`src/design/ohs_pkg.sv`:
```
// Package for the open-addressing hash set: sizes, codes and the
// command/status structs between controller and datapath. No dependencies.
package ohs_pkg;

  localparam int CAPACITY  = 1024;  // slots, power of two
  localparam int KEY_WIDTH = 32;    // compared key bits

  localparam int SLOT_W  = $clog2(CAPACITY);
  localparam int CNT_W   = SLOT_W + 1;
  localparam int LOAD_W  = CNT_W + 2;
  localparam int STORE_W = (KEY_WIDTH < 32) ? KEY_WIDTH : 32;

  typedef logic [1:0] cmd_t;
  localparam cmd_t CMD_ADD    = 2'd0;
  localparam cmd_t CMD_REMOVE = 2'd1;
  localparam cmd_t CMD_QUERY  = 2'd2;
  localparam cmd_t CMD_CLEAR  = 2'd3;

  typedef logic [1:0] mark_t;
  localparam mark_t MARK_EMPTY    = 2'd0;
  localparam mark_t MARK_OCCUPIED = 2'd1;
  localparam mark_t MARK_DELETED  = 2'd2;

  typedef enum logic [1:0] {
    ST_SWEEP,
    ST_IDLE,
    ST_PROBE
  } state_t;

  typedef struct packed {
    logic load;       // latch request, start probe at its hash
    logic advance;    // step to next probe slot
    logic fin_probe;  // commit probe result and load output word
    logic clr_start;  // zero counts, restart sweep
    logic sweep;      // write one empty mark
    logic fin_clear;  // load output word of a clear
  } dp_cmd_t;

  typedef struct packed {
    logic req_clear;  // pending request is a clear
    logic probe_end;  // current slot ends the probe
    logic sweep_done; // sweep is on its last slot
  } dp_sts_t;

endpackage

```
`src/design/ohs_ctrl.sv`:
```
// Controller state machine of the hash set: sequences probe, sweep and
// output handshake. Depends on ohs_pkg.
module ohs_ctrl (
  input  logic             clk,
  input  logic             rst,
  input  logic             req_valid,
  output logic             req_ready,
  output logic             rsp_valid,
  input  logic             rsp_ready,
  output ohs_pkg::dp_cmd_t dp_cmd,
  input  ohs_pkg::dp_sts_t dp_sts
);
  import ohs_pkg::*;

  state_t state, state_next;
  logic   clr_report, clr_report_next;
  logic   out_free;

  assign out_free = !rsp_valid || rsp_ready;

  always_ff @(posedge clk) begin
    if (rst) begin
      state      <= ST_SWEEP;
      clr_report <= 1'b0;
      rsp_valid  <= 1'b0;
    end else begin
      state      <= state_next;
      clr_report <= clr_report_next;
      if (dp_cmd.fin_probe || dp_cmd.fin_clear) begin
        rsp_valid <= 1'b1;
      end else if (rsp_ready) begin
        rsp_valid <= 1'b0;
      end
    end
  end

  always_comb begin
    state_next      = state;
    clr_report_next = clr_report;
    dp_cmd          = '0;
    req_ready       = 1'b0;
    case (state)
      ST_IDLE: begin
        req_ready = 1'b1;
        if (req_valid) begin
          if (dp_sts.req_clear) begin
            dp_cmd.clr_start = 1'b1;
            clr_report_next  = 1'b1;
            state_next       = ST_SWEEP;
          end else begin
            dp_cmd.load = 1'b1;
            state_next  = ST_PROBE;
          end
        end
      end
      ST_PROBE: begin
        if (!dp_sts.probe_end) begin
          dp_cmd.advance = 1'b1;
        end else if (out_free) begin
          dp_cmd.fin_probe = 1'b1;
          state_next       = ST_IDLE;
        end
      end
      ST_SWEEP: begin
        dp_cmd.sweep = 1'b1;
        if (dp_sts.sweep_done) begin
          if (!clr_report) begin
            state_next = ST_IDLE;
          end else if (out_free) begin
            dp_cmd.fin_clear = 1'b1;
            clr_report_next  = 1'b0;
            state_next       = ST_IDLE;
          end
        end
      end
      default: begin
        state_next = ST_SWEEP;
      end
    endcase
  end

endmodule

```
`config.mk`:
```
export PLATFORM = sky130hd
export DESIGN_NAME = ohs_ctrl
export DESIGN_NICKNAME = d
export VERILOG_FILES = /design/src/design/ohs_pkg.sv /design/src/design/ohs_ctrl.sv
export SDC_FILE = /design/constraint.sdc
export NUM_CORES = 1
export LEC_CHECK = 0
export ABC_CLOCK_PERIOD_IN_PS = 1400
export BUFFER_PORTS_ARGS = -buffer_cell sky130_fd_sc_hd__buf_2
export CAP_MARGIN = 15
export CORE_AREA = 2 2 39 41
export DETAILED_ROUTE_END_ITERATION = 8
export DIE_AREA = 0 0 41 43
export PLACE_DENSITY = 0.47
export SLEW_MARGIN = 20
export SYNTH_ARGS = -nofsm -noshare
export SYNTH_HDL_FRONTEND = slang
export SYNTH_SLANG_ARGS = --single-unit
```
`constraint.sdc`:
```
create_clock -name clk -period 1.4 [get_ports clk]
set_clock_uncertainty 0.2 [all_clocks]
set_input_delay 0 -clock clk [delete_from_list [all_inputs] [get_ports clk]]
set_output_delay 0 -clock clk [all_outputs]
set_load 0.01 [all_outputs]
```
[Yosys cells after proc, flatten, opt, wreduce, memory -nomap -nowiden]
Index checks and enable logic that the tools add are counted.
Operators by class
  muxes and demuxes: 29
  equal/unequal tests: 6
  reductions and logical operators: 8
Operators by type and width (count)
  $mux W1: 19
  $mux W2: 8
  $ne A2 B2 Y1 const B: 4
  $pmux W2 S3: 1
  $reduce_and A4 Y1: 1
  $reduce_bool A2 Y1: 2
  $reduce_and A3 Y1: 1
  $eq A2 B1 Y1 const B: 1
  $eq A2 B2 Y1 const B: 1
  $logic_not A2 Y1: 1
  $logic_or A1 B1 Y1: 2
  $pmux W1 S2: 1
  $logic_not A1 Y1: 1
Word-level totals
  word-level logic and storage cells: 46
  input bits: 7
  output and inout port bits: 8
  register bits after elaboration: 4

[Longest topological paths before layout]
Gate-level depths: netlist (run 1).
  depth in word-level cells: 8
  gate-level depth with buffers: 3
  gate-level depth less buffers: 3

[Least setup slack after synthesis (run 1)]
No wires, ideal clock.
  path kind: reg-to-reg
  from: register state[1]
  to: register state[1]
  cell stages (with the launch flop): 4
  path buffers: 0
  clock period less this slack: 1194 ps
  data required time: 1085 ps
  arrival time: 880 ps
  setup time: 115 ps
  path slack: 206 ps
  cells stage by stage: dfxtp_1 -> nor2b_4 -> and3b_1 -> o21ba_1
On the way
  cells in the longest elaborated chain, start to end: 4
  elaborated cells between the ends (all ways): 12
  those cells by class: eq/ne (5); mux (5); reduce/logical (2)
Ends and longest elaborated chain
  start: declaration: line ohs_ctrl.sv:15  | state_t state, state_next;
  start signal: assignment: line ohs_ctrl.sv:27  | state <= state_next;
  $mux W2 (3 in series)
  $pmux W2 S3: line ohs_ctrl.sv:42  | case (state)
Parallel ways exist; a longest one is shown, timed or not. The select of a mux whose other input is x is not followed.
A chain may end at the register's enable or synchronous reset.

==> metrics.csv, run 1 <==
metric;value;unit
status;finished, final reports clean;
sequential cell area fraction in the yosys report;33.68;%
DRT Pass-1 Iters;2;
Final Power;346.6;µW
initial antenna violation count;0;
die area;1763;µm²
crit path DAT;1130;ps
first-pass GRT wire length;917;µm
initial DRC count;1;
Placed Area;327.8;µm²
htree depth;1;
Hold Path Class;primary input to flop;
CP endpoint kind;output pin;
VDD IR max;0.5179;mV
Leakage;0.2173;nW
Antenna Nets Post-Route;0;
# fillers;150;
RSZ-0062 raised after global routing;yes;
GRT Residual Overflow;0;
setup_tns;0;ps
power share of the clock group;43.4;%
final setup fails;0;
row count;14;
layout cell share with drive strength beyond 1;42.86;%
sequential power share;36.6;%
Slew headroom;83.84;%
slowest cell delay on critical path;440;ps
count of different cell masters after synthesis;17;
Mapped Avg Cell Area;8.805;µm²
Layout area overhead;68.95;%
combinational group share of total power;20.1;%
Cell Count, Final, Fillers Out;65;
FMAX;753.4;MHz
number of port buffers;14;
drc violations;0;
Tightest Pin Transition;242.5;ps
Mapped Area;237.7;µm²
Final Max Tran Viols;0;
clk_lat worst skew;240;ps
layout net count;58;
Die W;41;µm
Power per Cell Area;863.0;nW/µm²
Switching Fraction;25.84;%
CTS Buf Count;3;
Clock Path Buffers;2;
MaxCap Viol Count;0;
dpl ws;216.0;ps
gpl congestion;0.6961;
Avg Vias per Cell;4.185;
GRT Overall Usage;8.826;%
worst setup path category;flop to output pin;
#FFs+latches synth;4;
Psw;89.58;µW
CTS sink count;4;
final WL;612;µm
CP Launch Type;flop;
Starting Density;17.18;%
CP cell instances;and2b_1 -> and3_1 -> buf_2;
worst hold slack;16.86;ps
placed cells;57;
Post-Layout Inst Area;401.6;µm²
Yosys warnings;0;
clk slew on worst S/H paths;40;ps
CTS tree;built;
final period utilization;94.80;%
ant diodes;0;
wire per inst;9.415;µm
crit path time final;1327;ps
Fin. Hold Viols;0;
vias in the first global route;239;
Pint;257.0;µW
via count;272;
syn nets;34;
Clock Root Buffer;clkbuf_4;
Core ar.;1384;µm²
Die Y;43;µm
Syn Inst Count;27;
number of I/O pins;15;
peak fanout along the critical path;5;
largest net degree at the start of global routing;8;
slowest CP cell;dfxtp_1;
worst endpoint required time;1200;ps
fin util;29.02;%
final setup margin;72.76;ps
-- power by group through the flow --
stage / Combinational [mW] / Clock, mW / Sequential [mW]
2_1_floorplan: 0.0340 / 0 / 0.127
3_3_place_gp: 0.0598 / 0 / 0.128
3_5_place_dp: 0.0593 / 0 / 0.128
4_1_cts: 0.0701 / 0.160 / 0.126
5_1_grt: 0.0761 / 0.165 / 0.127
6_report: 0.0695 / 0.150 / 0.127
-- state kept, by name, indices dropped and copies added (netlist names) --
name and cells:
clr_report 1, state 2, rsp_valid 1
-- final cells by class --
class | count | area, µm² | area share [%]
multi-input combinational | 20 | 146.4 | 36.45
clock buffer | 3 | 22.52 | 5.607
sequential | 4 | 81.33 | 20.25
timing repair buffer | 19 | 120.1 | 29.91
inverter | 3 | 11.26 | 2.804
tap | 16 | 20.02 | 4.984
-- per-layer routing --
layer	wire, µm	part of all wire, %	global-route usage, %	vias up
met5	0	0	0	-
met4	25	4.1	8.000	0
met3	77	13	7.853	4
met2	242	40	10.31	15
met1	267	44	8.974	111
li1	-	-	-	142
-- cell families (layout without fill, tap and decap cells) --
| family | after synthesis | count (layout) | share of synthesized area (%) |
|---|---|---|---|
| flip-flops | 4 | 4 | 33.69 |
| AND/OR/NAND/NOR | 12 | 12 | 36.32 |
| AO/OA/AOI/OAI | 8 | 8 | 25.26 |
| buffers and inverters | 3 | 25 | 4.737 |
-- worst max-delay path, delay by kind of cell (launching register included) --
kind | cells | cell delay [ps]
buffers and inverters | 1 | 120
flip-flops | 1 | 440
AND/OR/NAND/NOR | 2 | 320
-- layout by cell type, fill, tap and decap left out --
cell type,count
nor2_2,1
a31oi_1,3
o21ba_1,2
dfxtp_2,1
a21oi_1,1
nor2_1,1
nor2b_4,1
dfxtp_1,3
inv_1,3
o2111ai_1,1
clkbuf_4,3
and2b_1,1
buf_2,14
and3_4,1
nand4_1,1
nand2_1,1
o211ai_1,1
dlygate4sd3_1,5
nand2b_1,3
and3b_1,1
and3_1,1
-- synth_stat cells --
library cell | number | area [µm²]
inv_1 | 3 | 11.26
nor2_1 | 1 | 3.750
and3b_1 | 1 | 8.760
o21ba_1 | 2 | 20.02
a31oi_1 | 3 | 18.77
and3_4 | 1 | 11.26
nor2_2 | 1 | 6.260
a21oi_1 | 1 | 5.000
dfxtp_1 | 4 | 80.08
and3_1 | 1 | 6.260
nand2b_1 | 3 | 18.77
o2111ai_1 | 1 | 8.760
nand2_1 | 1 | 3.750
nand4_1 | 1 | 6.260
and2b_1 | 1 | 7.510
o211ai_1 | 1 | 7.510
nor2b_4 | 1 | 13.76
-- worst paths after layout --
check,start,to,slack (ps),depth (start not counted)
setup reg to reg,state[1]$_SDFFE_PP0P_,state[1]$_SDFFE_PP0P_,220,3
setup / recovery,state[1]$_SDFFE_PP0P_,dp_cmd[3],70,3
hold / removal,rsp_ready,rsp_valid$_SDFFE_PP0P_,20,3
hold reg to reg,clr_report$_SDFFE_PP0P_,rsp_valid$_SDFFE_PP0P_,320,2
-- repair_timing --
| action | in CTS | in global routing |
|---|---|---|
| setup endpoints to repair | 0 | 2 |
| hold buffers | 5 | 0 |
| gates resized for setup | 0 | 1 |
| hold endpoints to repair | 4 | 0 |
| buffers inserted | 0 | 0 |
(Power assumes the default switching activity.)
==> run 2: changes to the inputs <==
--- a/config.mk
+++ b/config.mk
@@ -9,9 +9,11 @@
 export BUFFER_PORTS_ARGS = -buffer_cell sky130_fd_sc_hd__buf_2
 export CAP_MARGIN = 15
 export CORE_AREA = 2 2 39 41
+export CTS_BUF_LIST = sky130_fd_sc_hd__clkbuf_4 sky130_fd_sc_hd__clkbuf_8 sky130_fd_sc_hd__clkbuf_16
 export DETAILED_ROUTE_END_ITERATION = 8
 export DIE_AREA = 0 0 41 43
 export PLACE_DENSITY = 0.47
+export SKIP_CTS_REPAIR_TIMING = 1
 export SLEW_MARGIN = 20
 export SYNTH_ARGS = -nofsm -noshare
 export SYNTH_HDL_FRONTEND = slang
==> run 2 against run 1 <==
Sequential share of layout area stayed put; total power fell by 0.24%; cell area unchanged; worst setup slack better by 1.2 ps; final cell count is the same; first-iteration DRC count stayed put; maximum frequency barely moved; hold slack improved by 1.2 ps; critical path depth did not move; clock-buffer cell count did not move.
==> metrics.csv, run 2 (synthesized netlist as in run 1, its figures left out) <==
metric;value;unit;change
clk_lat worst skew;240;ps;about the same
via count;272;;unchanged
combinational group share of total power;20.1;%;about the same
sequential power share;36.7;%;was 36.6%
number of port buffers;14;;unchanged
crit path time final;1326;ps;was 1327 ps
Starting Density;17.18;%;unchanged
final setup fails;0;;unchanged
CTS sink count;4;;unchanged
VDD IR max;0.5155;mV;was 0.5179 mV
htree depth;1;;unchanged
largest net degree at the start of global routing;8;;unchanged
layout cell share with drive strength beyond 1;42.86;%;unchanged
MaxCap Viol Count;0;;unchanged
initial DRC count;1;;unchanged
Power per Cell Area;860.9;nW/µm²;was 863.0 nW/µm²
number of I/O pins;15;;unchanged
wire per inst;9.431;µm;was 9.415 µm
Largest regs;state: 2 flops, clr_report: 1 flops, rsp_valid: 1 flops;;unchanged
worst endpoint required time;1200;ps;about the same
layout net count;58;;unchanged
slowest cell delay on critical path;440;ps;about the same
Final Max Tran Viols;0;;unchanged
max reg flops;2;;unchanged
dpl ws;216.0;ps;unchanged
DRT Pass-1 Iters;2;;unchanged
GRT Residual Overflow;0;;unchanged
commonest cells after routing, fill and taps aside;buf_2, dlygate4sd3_1;;unchanged
slowest CP cell;dfxtp_1;;unchanged
Core ar.;1384;µm²;unchanged
RSZ-0062 raised after global routing;yes;;unchanged
first-pass GRT wire length;848;µm;was 917 µm
Leakage;0.2173;nW;unchanged
Post-Layout Inst Area;401.6;µm²;unchanged
gpl congestion;0.6961;;unchanged
Slew headroom;83.84;%;about the same
Placed Area;327.8;µm²;unchanged
CP cell instances;and2b_1 -> and3_1 -> buf_2;;unchanged
commonest non-fill, non-tap cell in the layout;buf_2;;unchanged
Tightest Pin Transition;242.4;ps;was 242.5 ps
final setup margin;73.97;ps;was 72.76 ps
initial antenna violation count;0;;unchanged
vias in the first global route;211;;was 239
Switching Fraction;25.68;%;was 25.84%
FMAX;754.1;MHz;was 753.4 MHz
final period utilization;94.72;%;was 94.80%
status;finished, final reports clean;;unchanged
CP endpoint kind;output pin;;unchanged
worst setup path category;flop to output pin;;unchanged
critical path's top delay family;flip-flops;;unchanged
Fin. Hold Viols;0;;unchanged
CP bufs+invs;1;;unchanged
GRT Overall Usage;8.225;%;was 8.826%
CP Launch Type;flop;;unchanged
Clock Path Buffers;2;;unchanged
Psw;88.78;µW;was 89.58 µW
CTS Buf Count;3;;unchanged
peak fanout along the critical path;5;;unchanged
die area;1763;µm²;unchanged
clk slew on worst S/H paths;40;ps;about the same
Hold Path Class;primary input to flop;;unchanged
drc violations;0;;unchanged
Layout area overhead;68.95;%;unchanged
crit path DAT;1130;ps;about the same
row count;14;;unchanged
Antenna Nets Post-Route;0;;unchanged
Die W;41;µm;unchanged
CTS tree;built;;unchanged
final WL;613;µm;was 612 µm
Reg with most FFs;state;;unchanged
Pint;257.0;µW;about the same
power share of the clock group;43.2;%;was 43.4%
Die Y;43;µm;unchanged
ant diodes;0;;unchanged
Avg Vias per Cell;4.185;;unchanged
Clock Root Buffer;clkbuf_4;;unchanged
## run 2: cell counts in the layout (fill, tap and decap cells not counted)
No cell type changed its count.
## run 2: routing by layer
layer / up-vias / routed length (µm) / part of all wire [%] / track usage (%)
met5: - / 0 / 0 / 0
met4: 0 / 25 / 4.1 / 8.000
met3: 4 / 79 / 13 / 7.853
met2: 15 / 242 / 39 / 8.438
met1: 111 / 266 / 43 / 8.974
li1: 142 / - / - / -
## run 2: layout make-up
| type | instances | area (µm²) |
|---|---|---|
| clock buffer | 3 | 22.52 |
| multi-input combinational | 20 | 146.4 |
| tap | 16 | 20.02 |
| sequential | 4 | 81.33 |
| fill | 150 | 982.2 |
| timing repair buffer | 19 | 120.1 |
| inverter | 3 | 11.26 |
## run 2: power groups by stage
stage	clock, mW	combinational [mW]	sequential [mW]
CTS	0.160	0.0597	0.126
detailed placement	0	0.0593	0.128
floorplan	0	0.0340	0.127
global placement	0	0.0598	0.128
finish	0.149	0.0696	0.127
global route	0.165	0.0763	0.127
## run 2: path summary, 6_finish.rpt
kind / from / end / slack [ps] / cells past startpoint
worst max register to register: state[1]$_SDFFE_PP0P_ / state[1]$_SDFFE_PP0P_ / 220 / 3
worst min-delay path: rsp_ready / rsp_valid$_SDFFE_PP0P_ / 20 / 3
worst min register to register: clr_report$_SDFFE_PP0P_ / rsp_valid$_SDFFE_PP0P_ / 320 / 2
worst max-delay path: state[1]$_SDFFE_PP0P_ / dp_cmd[3] / 70 / 3
## run 2: through the flow
stage               setup TNS, ps  hold slack, ps  std cells  util, %  power, mW
finish                          0           18.06         65    29.02     0.3458
global route               -19.94           47.99         65    29.02     0.3683
CTS                             0          -250.6         60    25.32     0.3458
detailed placement              0           11.13         57    23.69     0.1872
global placement                0           13.47         57    23.69     0.1878
floorplan                       0          -152.5         27        -     0.1613
## run 2: worst reg2reg max path, stage by stage (launching register included)
cell and delay [ps]:
dfxtp_1 440, nor2b_4 70, and3b_1 190, o21ba_1 170
